**src/design/watt_pkg.sv**
```systemverilog
// Package for the wrap-aware timer table: sizes, codes and beat types.
// Depends on nothing; the design and checker files refer to it by scoped names.
package watt_pkg;

    localparam int MAX_TIMERS = 16;
    localparam int TICK_BITS  = 32;
    localparam int TW         = TICK_BITS;
    localparam int IW         = (MAX_TIMERS > 1) ? $clog2(MAX_TIMERS) : 1;
    localparam int UW         = $clog2(MAX_TIMERS + 1);
    localparam int QDEPTH     = 2;
    localparam int QPW        = (QDEPTH > 1) ? $clog2(QDEPTH) : 1;
    localparam int QCW        = $clog2(QDEPTH + 1);

    typedef enum logic [0:0] {
        CMD_TICK = 1'b0,
        CMD_ADD  = 1'b1
    } cmd_code_t;

    typedef enum logic [1:0] {
        KIND_FIRED = 2'd0,
        KIND_ADDED = 2'd1,
        KIND_FULL  = 2'd2
    } kind_t;

    typedef struct packed {
        logic        cmd;
        logic [31:0] now;
        logic [31:0] delay;
        logic        one_shot;
        logic [7:0]  callback_id;
    } req_t;

    typedef struct packed {
        logic [1:0] kind;
        logic [7:0] fired_id;
        logic [3:0] slot;
        logic       last;
    } rsp_t;

    // Classified command as it travels from the front to the back.
    typedef struct packed {
        logic          is_add;
        logic [TW-1:0] now;
        logic [TW-1:0] delay;
        logic [TW-1:0] deadline;
        logic          wrap;
        logic          one_shot;
        logic [7:0]    id;
    } cmd_t;

endpackage

```
**src/design/wrap_aware_timer_table.sv**
```systemverilog
// Wrap-aware timer table, top level. Depends on watt_pkg, watt_front,
// watt_queue and watt_back.
//
// An add request passes through the front register, the command queue and
// the back end's output register to its single result beat. A tick request
// walks the used table entries one per cycle in the back end while the result
// channel takes its beats. Fired timers come out in slot order, the final one
// marked with last; a tick with nothing due gives no beat. Requests keep being
// accepted into a two-entry command queue while the back end works.
module wrap_aware_timer_table (
    input  logic            clk,
    input  logic            rst_n,
    input  logic            req_valid,
    output logic            req_ready,
    input  watt_pkg::req_t  req,
    output logic            rsp_valid,
    input  logic            rsp_ready,
    output watt_pkg::rsp_t  rsp
);

    logic           f_push;
    logic           f_push_ready;
    watt_pkg::cmd_t f_cmd;
    logic           q_valid;
    logic           q_pop;
    watt_pkg::cmd_t q_cmd;

    watt_front u_front (
        .clk        (clk),
        .rst_n      (rst_n),
        .req_valid  (req_valid),
        .req_ready  (req_ready),
        .req        (req),
        .push       (f_push),
        .push_ready (f_push_ready),
        .cmd        (f_cmd)
    );

    watt_queue u_queue (
        .clk        (clk),
        .rst_n      (rst_n),
        .push       (f_push),
        .push_ready (f_push_ready),
        .push_data  (f_cmd),
        .pop_valid  (q_valid),
        .pop        (q_pop),
        .pop_data   (q_cmd)
    );

    watt_back u_back (
        .clk       (clk),
        .rst_n     (rst_n),
        .cmd_valid (q_valid),
        .cmd_pop   (q_pop),
        .cmd       (q_cmd),
        .rsp_valid (rsp_valid),
        .rsp_ready (rsp_ready),
        .rsp       (rsp)
    );

endmodule

```
**src/design/watt_front.sv**
```systemverilog
// Front end of the timer table: accepts request beats, masks the time fields
// and precomputes the deadline of an add. Depends on watt_pkg.
module watt_front (
    input  logic            clk,
    input  logic            rst_n,
    input  logic            req_valid,
    output logic            req_ready,
    input  watt_pkg::req_t  req,
    output logic            push,
    input  logic            push_ready,
    output watt_pkg::cmd_t  cmd
);

    logic           valid_reg;
    watt_pkg::cmd_t cmd_reg;
    logic [watt_pkg::TW-1:0] now_m;
    logic [watt_pkg::TW-1:0] dly_m;
    logic [watt_pkg::TW-1:0] sum;

    assign req_ready = !valid_reg || push_ready;
    assign push      = valid_reg;
    assign cmd       = cmd_reg;

    assign now_m = watt_pkg::TW'(req.now);
    assign dly_m = watt_pkg::TW'(req.delay);
    assign sum   = now_m + dly_m;

    always_ff @(posedge clk or negedge rst_n)
    begin
        if (!rst_n)
        begin
            valid_reg <= 1'b0;
        end
        else if (req_ready)
        begin
            valid_reg <= req_valid;
        end
    end

    always_ff @(posedge clk)
    begin
        if (req_valid && req_ready)
        begin
            cmd_reg.is_add   <= (req.cmd == watt_pkg::CMD_ADD);
            cmd_reg.now      <= now_m;
            cmd_reg.delay    <= dly_m;
            cmd_reg.deadline <= sum;
            cmd_reg.wrap     <= now_m > sum;
            cmd_reg.one_shot <= req.one_shot;
            cmd_reg.id       <= req.callback_id;
        end
    end

endmodule

```
**src/design/watt_queue.sv**
```systemverilog
// Short command queue between the front and the back of the timer table.
// Depends on watt_pkg.
module watt_queue (
    input  logic            clk,
    input  logic            rst_n,
    input  logic            push,
    output logic            push_ready,
    input  watt_pkg::cmd_t  push_data,
    output logic            pop_valid,
    input  logic            pop,
    output watt_pkg::cmd_t  pop_data
);

    watt_pkg::cmd_t              mem_reg [watt_pkg::QDEPTH];
    logic [watt_pkg::QPW-1:0]    wr_reg;
    logic [watt_pkg::QPW-1:0]    rd_reg;
    logic [watt_pkg::QCW-1:0]    cnt_reg;
    logic                        do_push;
    logic                        do_pop;

    assign push_ready = (cnt_reg != watt_pkg::QCW'(watt_pkg::QDEPTH));
    assign pop_valid  = (cnt_reg != '0);
    assign pop_data   = mem_reg[rd_reg];
    assign do_push    = push && push_ready;
    assign do_pop     = pop && pop_valid;

    function automatic logic [watt_pkg::QPW-1:0] bump(input logic [watt_pkg::QPW-1:0] p);
        if (p == watt_pkg::QPW'(watt_pkg::QDEPTH - 1))
            return '0;
        return p + 1'b1;
    endfunction

    always_ff @(posedge clk or negedge rst_n)
    begin
        if (!rst_n)
        begin
            wr_reg  <= '0;
            rd_reg  <= '0;
            cnt_reg <= '0;
        end
        else
        begin
            if (do_push)
                wr_reg <= bump(wr_reg);
            if (do_pop)
                rd_reg <= bump(rd_reg);
            if (do_push && !do_pop)
                cnt_reg <= cnt_reg + 1'b1;
            else if (do_pop && !do_push)
                cnt_reg <= cnt_reg - 1'b1;
        end
    end

    always_ff @(posedge clk)
    begin
        if (do_push)
            mem_reg[wr_reg] <= push_data;
    end

endmodule

```
**src/design/watt_back.sv**
```systemverilog
// Back end of the timer table (depends on watt_pkg): holds the timer entries,
// carries out adds and on a tick walks one entry per cycle unless stalled.
module watt_back (
    input  logic            clk,
    input  logic            rst_n,
    input  logic            cmd_valid,
    output logic            cmd_pop,
    input  watt_pkg::cmd_t  cmd,
    output logic            rsp_valid,
    input  logic            rsp_ready,
    output watt_pkg::rsp_t  rsp
);

    typedef enum logic [1:0] {
        ST_IDLE = 2'b01,
        ST_WALK = 2'b10
    } state_t;

    state_t state_reg, state_next;
    logic [watt_pkg::UW-1:0] used_reg, used_next;
    logic [watt_pkg::TW-1:0] prev_reg, prev_next;
    logic [watt_pkg::UW-1:0] walk_reg, walk_next;
    logic [watt_pkg::TW-1:0] tnow_reg, tnow_next;
    logic                    twrap_reg, twrap_next;
    logic                    held_valid_reg, held_valid_next;
    watt_pkg::rsp_t          held_reg, held_next;
    logic                    out_valid_reg, out_valid_next;
    watt_pkg::rsp_t          out_reg, out_next;

    logic [watt_pkg::TW-1:0] dl_reg   [watt_pkg::MAX_TIMERS];
    logic [watt_pkg::TW-1:0] per_reg  [watt_pkg::MAX_TIMERS];
    logic [7:0]              hdl_reg  [watt_pkg::MAX_TIMERS];
    logic                    once_reg [watt_pkg::MAX_TIMERS];
    logic                    freed_reg[watt_pkg::MAX_TIMERS];
    logic                    wp_reg   [watt_pkg::MAX_TIMERS];

    logic                    can_push;
    logic                    found;
    logic [watt_pkg::IW-1:0] free_idx;
    logic [watt_pkg::IW-1:0] add_slot;
    logic                    full;
    logic                    add_do;
    logic                    tick_do;
    logic [watt_pkg::IW-1:0] idx;
    logic [watt_pkg::TW-1:0] cur_dl;
    logic [watt_pkg::TW-1:0] adv_dl;
    logic                    wp_eff;
    logic                    due;
    logic                    fire;

    assign rsp_valid = out_valid_reg;
    assign rsp       = out_reg;
    assign can_push  = !out_valid_reg || rsp_ready;

    // Lowest freed slot among the entries in use.
    always_comb
    begin
        found    = 1'b0;
        free_idx = '0;
        for (int i = watt_pkg::MAX_TIMERS - 1; i >= 0; i--)
        begin
            if (watt_pkg::UW'(i) < used_reg && freed_reg[i])
            begin
                found    = 1'b1;
                free_idx = watt_pkg::IW'(i);
            end
        end
    end

    assign full     = !found && (used_reg == watt_pkg::UW'(watt_pkg::MAX_TIMERS));
    assign add_slot = found ? free_idx : watt_pkg::IW'(used_reg);

    assign idx    = walk_reg[watt_pkg::IW-1:0];
    assign cur_dl = dl_reg[idx];
    assign adv_dl = cur_dl + per_reg[idx];
    assign wp_eff = twrap_reg ? 1'b0 : wp_reg[idx];
    assign due    = (cur_dl <= tnow_reg) || (twrap_reg && (prev_reg <= cur_dl));
    assign fire   = !freed_reg[idx] && !wp_eff && due;

    always_comb
    begin
        state_next      = state_reg;
        used_next       = used_reg;
        prev_next       = prev_reg;
        walk_next       = walk_reg;
        tnow_next       = tnow_reg;
        twrap_next      = twrap_reg;
        held_valid_next = held_valid_reg;
        held_next       = held_reg;
        out_valid_next  = out_valid_reg && !rsp_ready;
        out_next        = out_reg;
        cmd_pop         = 1'b0;
        add_do          = 1'b0;
        tick_do         = 1'b0;

        case (state_reg)
            ST_IDLE:
            begin
                if (cmd_valid)
                begin
                    if (cmd.is_add)
                    begin
                        if (can_push)
                        begin
                            cmd_pop           = 1'b1;
                            out_valid_next    = 1'b1;
                            out_next.fired_id = cmd.id;
                            out_next.last     = 1'b1;
                            if (full)
                            begin
                                out_next.kind = watt_pkg::KIND_FULL;
                                out_next.slot = 4'd0;
                            end
                            else
                            begin
                                add_do        = 1'b1;
                                out_next.kind = watt_pkg::KIND_ADDED;
                                out_next.slot = 4'(add_slot);
                                if (!found)
                                    used_next = used_reg + 1'b1;
                            end
                        end
                    end
                    else
                    begin
                        cmd_pop         = 1'b1;
                        tnow_next       = cmd.now;
                        twrap_next      = cmd.now < prev_reg;
                        walk_next       = '0;
                        held_valid_next = 1'b0;
                        state_next      = ST_WALK;
                    end
                end
            end
            ST_WALK:
            begin
                if (walk_reg == used_reg)
                begin
                    // The last fired timer is held back until the walk ends so
                    // that it can carry the final-beat mark.
                    if (!held_valid_reg || can_push)
                    begin
                        if (held_valid_reg)
                        begin
                            out_valid_next = 1'b1;
                            out_next       = held_reg;
                            out_next.last  = 1'b1;
                        end
                        held_valid_next = 1'b0;
                        prev_next       = tnow_reg;
                        state_next      = ST_IDLE;
                    end
                end
                else if (!(fire && held_valid_reg && !can_push))
                begin
                    tick_do   = 1'b1;
                    walk_next = walk_reg + 1'b1;
                    if (fire)
                    begin
                        if (held_valid_reg)
                        begin
                            out_valid_next = 1'b1;
                            out_next       = held_reg;
                            out_next.last  = 1'b0;
                        end
                        held_valid_next    = 1'b1;
                        held_next.kind     = watt_pkg::KIND_FIRED;
                        held_next.fired_id = hdl_reg[idx];
                        held_next.slot     = 4'(idx);
                        held_next.last     = 1'b0;
                    end
                end
            end
            default:
            begin
                state_next = ST_IDLE;
            end
        endcase
    end

    always_ff @(posedge clk or negedge rst_n)
    begin
        if (!rst_n)
        begin
            state_reg      <= ST_IDLE;
            used_reg       <= '0;
            prev_reg       <= '0;
            walk_reg       <= '0;
            twrap_reg      <= 1'b0;
            held_valid_reg <= 1'b0;
            out_valid_reg  <= 1'b0;
        end
        else
        begin
            state_reg      <= state_next;
            used_reg       <= used_next;
            prev_reg       <= prev_next;
            walk_reg       <= walk_next;
            twrap_reg      <= twrap_next;
            held_valid_reg <= held_valid_next;
            out_valid_reg  <= out_valid_next;
        end
    end

    always_ff @(posedge clk)
    begin
        tnow_reg <= tnow_next;
        held_reg <= held_next;
        out_reg  <= out_next;
        if (add_do)
        begin
            dl_reg[add_slot]    <= cmd.deadline;
            per_reg[add_slot]   <= cmd.delay;
            hdl_reg[add_slot]   <= cmd.id;
            once_reg[add_slot]  <= cmd.one_shot;
            freed_reg[add_slot] <= 1'b0;
            wp_reg[add_slot]    <= cmd.wrap;
        end
        if (tick_do)
        begin
            if (fire && once_reg[idx])
            begin
                freed_reg[idx] <= 1'b1;
                wp_reg[idx]    <= wp_eff;
            end
            else if (fire)
            begin
                dl_reg[idx] <= adv_dl;
                wp_reg[idx] <= cur_dl > adv_dl;
            end
            else
            begin
                wp_reg[idx] <= wp_eff;
            end
        end
    end

endmodule

```
**config.mk**
```make
export PLATFORM = sky130hd
export DESIGN_NAME = wrap_aware_timer_table
export DESIGN_NICKNAME = d
export VERILOG_FILES = /design/src/design/watt_pkg.sv /design/src/design/wrap_aware_timer_table.sv /design/src/design/watt_front.sv /design/src/design/watt_queue.sv /design/src/design/watt_back.sv
export SDC_FILE = /design/constraint.sdc
export NUM_CORES = 2
export LEC_CHECK = 0
export BUFFER_PORTS_ARGS = -buffer_cell sky130_fd_sc_hd__buf_2
export CAP_MARGIN = 20
export CORE_MARGIN = 8
export CORE_UTILIZATION = 63
export DETAILED_ROUTE_END_ITERATION = 10
export GPL_ROUTABILITY_DRIVEN = 0
export PLACE_DENSITY = 0.8
export SLEW_MARGIN = 5
export SYNTH_ARGS = -nofsm -noshare
export SYNTH_HDL_FRONTEND = slang
export SYNTH_SLANG_ARGS = --single-unit
export TNS_END_PERCENT = 20
```
**constraint.sdc**
```tcl
create_clock -name clk -period 8.6 [get_ports clk]
set_input_delay 0.86 -clock clk [delete_from_list [all_inputs] [get_ports clk]]
set_output_delay 0.86 -clock clk [all_outputs]
set_load 0.02 [all_outputs]
```
# ---- Word level (Yosys, flattened, before mapping)
# Memories as Yosys holds them, arrays and structs flattened. A register that Yosys moved wholly into a read port is not among the register bits.
# Index checks and enable logic that the tools add are counted.
dict set report op_classes {
  n_eq_ne 17
  n_addsub 8
  multipliers 0
  bitwise_logic 7
  n_lt_le_gt_ge 21
  reduce_logical 57
  div 0
  muxes 120
  shifts 0
}
# operator n
set ops {}
lappend ops {{15-bit two-way mux} 9}
lappend ops {{4-bit two-way mux} 21}
lappend ops {{1-bit two-way mux} 73}
lappend ops {{32-bit adder} 2}
lappend ops {{32-bit greater-than comparator} 2}
lappend ops {{32-bit less-or-equal comparator} 2}
lappend ops {{4-bit by 5-bit less-than comparator with 1-bit output, first input constant} 8}
lappend ops {{32-bit less-than comparator} 1}
lappend ops {{32-bit two-way mux} 1}
lappend ops {{32-bit OR reduction} 1}
lappend ops {{15-bit one-hot mux with 2 select lines} 1}
lappend ops {{1-bit logical AND} 29}
lappend ops {{3-bit by 5-bit less-than comparator with 1-bit output, first input constant} 4}
lappend ops {{5-bit two-way mux} 4}
lappend ops {{2-bit two-way mux} 7}
lappend ops {{2-bit != test, second input constant} 6}
lappend ops {{6-bit AND reduction} 2}
lappend ops {{5-bit by 1-bit adder with 5-bit output, second input constant} 2}
lappend ops {{1-bit logical NOT} 10}
lappend ops {{1-bit by 5-bit less-than comparator with 1-bit output, first input constant} 2}
lappend ops {{2-bit by 5-bit less-than comparator with 1-bit output, first input constant} 2}
lappend ops {{5-bit one-hot mux with 2 select lines} 1}
lappend ops {{2-bit by 1-bit != test with 1-bit output, second input constant} 4}
lappend ops {{4-bit AND reduction} 2}
lappend ops {{other kinds (20)} 34}
dict set report word_totals {
  n_memories 7
  output_inout_bits 17
  regBits 210
  mem_bits_rw 1414
  latchBits 0
  wordCells 261
  romBits 0
}
# name words word_bits rd rd_clocked_by_memory_dff write_ports line
set memory_table {}
lappend memory_table {u_back.dl_reg 16 32 1 0 1 watt_back.sv:30} ;# logic [watt_pkg::TW-1:0] dl_reg [watt_pkg::MAX_TIMERS];
lappend memory_table {u_back.per_reg 16 32 1 0 1 watt_back.sv:31} ;# logic [watt_pkg::TW-1:0] per_reg [watt_pkg::MAX_TIMERS];
lappend memory_table {u_queue.mem_reg 2 107 1 0 1 watt_queue.sv:14} ;# watt_pkg::cmd_t mem_reg [watt_pkg::QDEPTH];
lappend memory_table {u_back.hdl_reg 16 8 1 1 1 watt_back.sv:32} ;# logic [7:0] hdl_reg [watt_pkg::MAX_TIMERS];
lappend memory_table {u_back.freed_reg 16 1 17 0 1 watt_back.sv:34} ;# logic freed_reg[watt_pkg::MAX_TIMERS];
lappend memory_table {u_back.once_reg 16 1 1 0 1 watt_back.sv:33} ;# logic once_reg [watt_pkg::MAX_TIMERS];
lappend memory_table {{1 more memories} -- -- -- -- -- --}

# ---- Logic depth before layout (Yosys ltp)
dict set report depth {
  ltp_word 28
  ltp_mapped 28
  depth_no_buf 24
}

# ---- Cells and area by module
# Synthesis repeated with hierarchy kept, for this count alone.
dict set report hier_totals {
  hier_cells 3695
  area_unflattened_um2 69142.6
}
# module seq_area_each_um2 instances cells_each area_per_inst_um2
set by_module_without_submodules {}
lappend by_module_without_submodules {watt_back 38983.6 1 2889 55374.4}
lappend by_module_without_submodules {watt_queue 6526.3 1 351 7985.2}
lappend by_module_without_submodules {watt_front 3238.1 1 455 5783.0}

# ---- Worst setup path before layout
# OpenSTA, ideal clock, no wires.
dict set report synth_path {
  kind {reg2reg}
  from {register u_back.walk_reg[0] (netlist name)}
  to {memory u_back.wp_reg[0] (data pin)}
  arrival_ns 6.623
  stages_incl_launch_ff 29
  period_less_slack_ns 6.918
  slack_ns 1.682
  n_path_buf 4
  t_required_ns 8.306
  path_cell_list {dfrtp_1 > buf_2 > buf_2 > buf_2 > buf_2 > mux4_2 > mux4_2 > ha_1 > fa_1 > a211oi_1 > o21ai_0 > a21oi_1 > a21oi_1 > nor2_1 > o21ai_1 > a21o_1 > a21oi_1 > xor2_1 > ha_1 > a21o_1 > a21o_1 > a21o_1 > a21o_1 > a21o_1 > a21oi_1 > nor2b_1 > a2111oi_0 > o32ai_1 > a21o_1}
}
dict set report synth_between {
  elab_chain_len 16
  elab_cells_between_ends 40
  classes_between {add/sub: 1; order compare: 3; eq/ne: 1; mux: 18; bitwise: 2; reduce/logical: 10; memory: 5}
}
# item line
set synth_rtl {}
lappend synth_rtl {{start, declared} watt_back.sv:22} ;# logic [watt_pkg::UW-1:0] walk_reg, walk_next;
lappend synth_rtl {{start signal, assigned} watt_back.sv:198} ;# walk_reg <= walk_next;
lappend synth_rtl {{branches (longest 15 deep; another with memory read 16 x 32 bit)} --}
lappend synth_rtl {{1-bit two-way mux (no source line) *} --}
lappend synth_rtl {{end, declared} watt_back.sv:35} ;# logic wp_reg [watt_pkg::MAX_TIMERS];
# Every way passes the cells marked *.

# ---- Worst setup path after layout
dict set report layout_path {
  from {register u_back.walk_reg[0] (netlist name)}
  to {memory u_back.dl_reg[5][20] (netlist name), enable pin}
}
dict set report layout_between {
  elab_chain_len 14
  elab_cells_between_ends 27
  classes_between {order compare: 2; eq/ne: 1; mux: 10; reduce/logical: 10; memory: 4}
}
# item line
set layout_rtl {}
lappend layout_rtl {{memory read 16 x 32 bit / memory read 16 x 1 bit (equally long branches)} --}
lappend layout_rtl {{32-bit less-or-equal comparator / 1-bit two-way mux (equally long branches)} {watt_back.sv:77, watt_back.sv:76}}
lappend layout_rtl {{1-bit logical AND / 1-bit logical NOT (equally long branches)} {watt_back.sv:77, watt_back.sv:78}}
lappend layout_rtl {{1-bit logical OR / 1-bit logical AND (equally long branches)} {watt_back.sv:77, watt_back.sv:78}}
lappend layout_rtl {{1-bit logical AND} watt_back.sv:78} ;# assign fire = !freed_reg[idx] && !wp_eff && due;
lappend layout_rtl {{1-bit logical AND (2 in series)} watt_back.sv:154} ;# else if (!(fire && held_valid_reg && !can_push))
lappend layout_rtl {{1-bit two-way mux} watt_back.sv:154}
lappend layout_rtl {{1-bit two-way mux} watt_back.sv:137} ;# if (walk_reg == used_reg)
lappend layout_rtl {{1-bit two-way mux} watt_back.sv:96} ;# case (state_reg)
lappend layout_rtl {{1-bit two-way mux} watt_back.sv:219} ;# if (tick_do)
lappend layout_rtl {{1-bit two-way mux (not written as such)} watt_back.sv:228} ;# dl_reg[idx] <= adv_dl;
lappend layout_rtl {{32-bit OR reduction (no source line)} --}
lappend layout_rtl {{4-bit two-way mux (no source line) / 1-bit two-way mux (equally long branches)} --}
lappend layout_rtl {{end, declared} watt_back.sv:30}
# Parallel ways exist; a longest one is shown, timed or not.

==> results.toml <==
[status]
outcome = "completed"

[cts]
root_buffer = "clkbuf_16"
cts.sinks = 1632
post_cts_buffers = 0
cts_tree = "done"
cts_resized = 0
htreeDepth = 4
clkTransAtPathRegs_ns = 0.07
clk_path_buf_depth = 3
cts_hold_buffers = 0
insertion_delay_ns = 0.78
numCtsBuffers = 153

[floorplanning]
dieArea_mm2 = 0.119
start_util_pct = 63.2
core-area_mm2 = 0.108
chipHeight_um = 346
rows = 121
io_pins = 95
die_w_um = 346

[grt]
grtUsageMet3_pct = 6.93
grtUsageTotal_pct = 28.5
antenna_found_initial = 1
grt_pass1_vias = 37500
grt_max_degree = 88
grt_pass1_wl_um = 250000
top_usage_layer = "met2"
overflow = 0
grt_util_met1_pct = 36.1
grt_use_met2_pct = 46.8

[timing]
min_period_ns = 7.56
fin_crit_sh_pct = 88.0
max_freq_ghz = 0.132
worst_pin_slew_ns = 1.10
drv_slew = 0
tns_ns = 0
timing.final.ws_setup_ns = 1.04
setup_viol = 0
slew_headroom_pct = 26.9
rsz0062_at_grt = "false"
finalHoldViolations = 0
skew_ns = 0.0324

[pwr]
pwr_density_cell_mw_per_mm2 = 372
power_uw = 28400
peakVddDrop_uv = 391
intPower_uw = 18800
p_comb_share_pct = 35.0
net-switching-power_uw = 9670
clockPowerShare_pct = 24.3
seq_power_share_pct = 40.7
leakage_uw = 0.0260
switching_share_pct = 34.0

[route]
vias = 36300
drt_iter0_drc = 4496
dr.pass1.iters = 6
routedWlPerCell_um = 32.1
ant_nets = 0
drcViolationCount = 0
via_per_inst = 6.78
routed_wl_um = 172000

[critical_path]
cp.arrival_ns = 7.96
rr_worst_depth = 15
crit-reg2reg-launch = "u_back.walk_reg[0]"
path_max_fanout = 81
start_kind = "flop"
end_kind = "flop"
slowest_delay_ns = 0.81
r2r-end = "u_back.dl_reg[5][20]"
path_cells = "buf_12, buf_4, mux4_2, mux4_2, ha_1, nand4_1, nor4_1, nand2_1, o311ai_0, a221oi_2, o21a_1, nand3b_1, buf_12, mux2i_4, buf_4"
slowest_stage = "dfrtp_4"
critPathLaunch = "u_back.walk_reg[0]"
cp_data_required_time_ns = 8.99
crit_type = "flop to flop"
rrSetupSlack_ns = 1.04

[synthesis]
synth_area_leaders = "edfxtp_1, mux4_2, ha_1, mux2_2, dfrtp_1"
syn_avg_cell_area_um2 = 19.0
ys.flop_type = "edfxtp_1"
ys_types = 76
ys_top_cells_by_count = "edfxtp_1, mux4_2, ha_1"
yosysTopAreaCellShare_pct = 69.3
synth-edff-count = 1580
syn-cell-area_mm2 = 0.0684
mappedNetlistNets = 3904
syn_inst = 3597
yosys.area.top_type = "edfxtp_1"
async_flop_share_pct = 3.19
synth_most_common_cell = "edfxtp_1"
synth-seq-cells = 1632
ys_warn_count = 0
ys_seq_area_share_pct = 71.2

[place]
port_buffers = 94
placed_cell_area_mm2 = 0.0712
dp_hpwl_um = 98100
place_ws_ns = 1.25

[finish]
final_util_pct = 70.5
fillers = 6138
nets = 4121
area_delta_synth_final_pct = 11.5
regArea_mm2 = 0.0488
multi_input_area_mm2 = 0.0187
drive_gt1_share_pct = 25.3
n_antenna_cell = 0
stdcell_area_mm2 = 0.0763

[run]
max_cap_violations = 0

[worst_hold_path]
hp-class = "input pin to flop"
hold_start = "req[2]"
min_to = "u_front.cmd[2]"
hold-path-cell-count = 1
[cells by family after synthesis]
| family | Yosys count | share of synthesized area, % |
|---|---|---|
| AO/OA/AOI/OAI | 438 | 4.00 |
| multiplexers | 545 | 15.0 |
| flip-flops | 1632 | 71.2 |
| adder cells (fa/ha/maj) | 229 | 4.21 |
| buffers and inverters | 294 | 1.73 |
| AND/OR/NAND/NOR | 376 | 2.74 |
| XOR/XNOR | 83 | 1.06 |
[worst max-delay path, delay by kind of cell (launching register included)]
kind | cells | cell delay, ns
mux | 3 | 1.58
fa+ha+maj | 1 | 0.38
flops | 1 | 0.81
simple gates | 4 | 1.16
buf+inv | 4 | 1.82
compound gates | 3 | 1.17
[area by class of cell]
| class | count | area share (%) |
|---|---|---|
| Clock inverter | 94 | 1.42 |
| Multi-Input combinational cell | 1671 | 24.5 |
| Inverter | 161 | 0.795 |
| Timing Repair Buffer | 195 | 1.77 |
| Sequential cell | 1632 | 63.9 |
| Clock buffer | 188 | 5.27 |
| Tap cell | 1414 | 2.32 |
[power groups by stage]
| stage | clock (µW) | combinational [µW] | sequential [µW] |
|---|---|---|---|
| after detailed placement | 0 | 9570 | 11700 |
| final | 6900 | 9960 | 11600 |
| after CTS | 6950 | 9800 | 11600 |
| after global placement | 0 | 9340 | 11600 |
| after global routing | 7230 | 10700 | 11600 |
| after floorplan | 0 | 6550 | 11500 |
[metrics by stage]
stage | hold slack, ns | instances
floorplan | 0.420 | 3597
global placement | 0.422 | 5072
detailed placement | 0.430 | 5073
CTS | 0.229 | 5355
global route | 0.240 | 5355
finish | 0.269 | 5355
[layout by cell type (no fill, tap or decap), types with 19 or more instances in the layout]
cell type and count:
bufinv_16 19, buf_4 91, clkinv_2 35, clkbuf_1 32, a21oi_1 115, inv_1 151
mux2i_1 27, mux4_2 373, a21o_1 83, xor2_1 33, nand2_1 119, dfrtp_1 46
clkbuf_16 156, nor2b_1 21, mux2_2 133, edfxtp_1 1580, o21ai_0 124, clkinv_1 20
buf_2 94, ha_1 227, nor2_1 66, xnor2_1 50, nand2b_1 23, nand4_1 37
[layer usage]
layer / routed length (µm) / share of wire (%)
met4: 8780 / 5.1
met1: 61200 / 36
met5: 0 / 0
met2: 83800 / 49
met3: 17900 / 10
[how the worst max path moves through the flow]
stage | to | slack (ns)
global route | u_back.wp_reg[14] | 0.74
detailed placement | u_back.dl_reg[5][7] | 1.25
floorplan | u_back.wp_reg[0] | 1.68
finish | u_back.dl_reg[5][20] | 1.04
CTS | u_back.dl_reg[5][10] | 1.10
global placement | u_back.dl_reg[4][14] | 1.28
(Power assumes the default switching activity.)
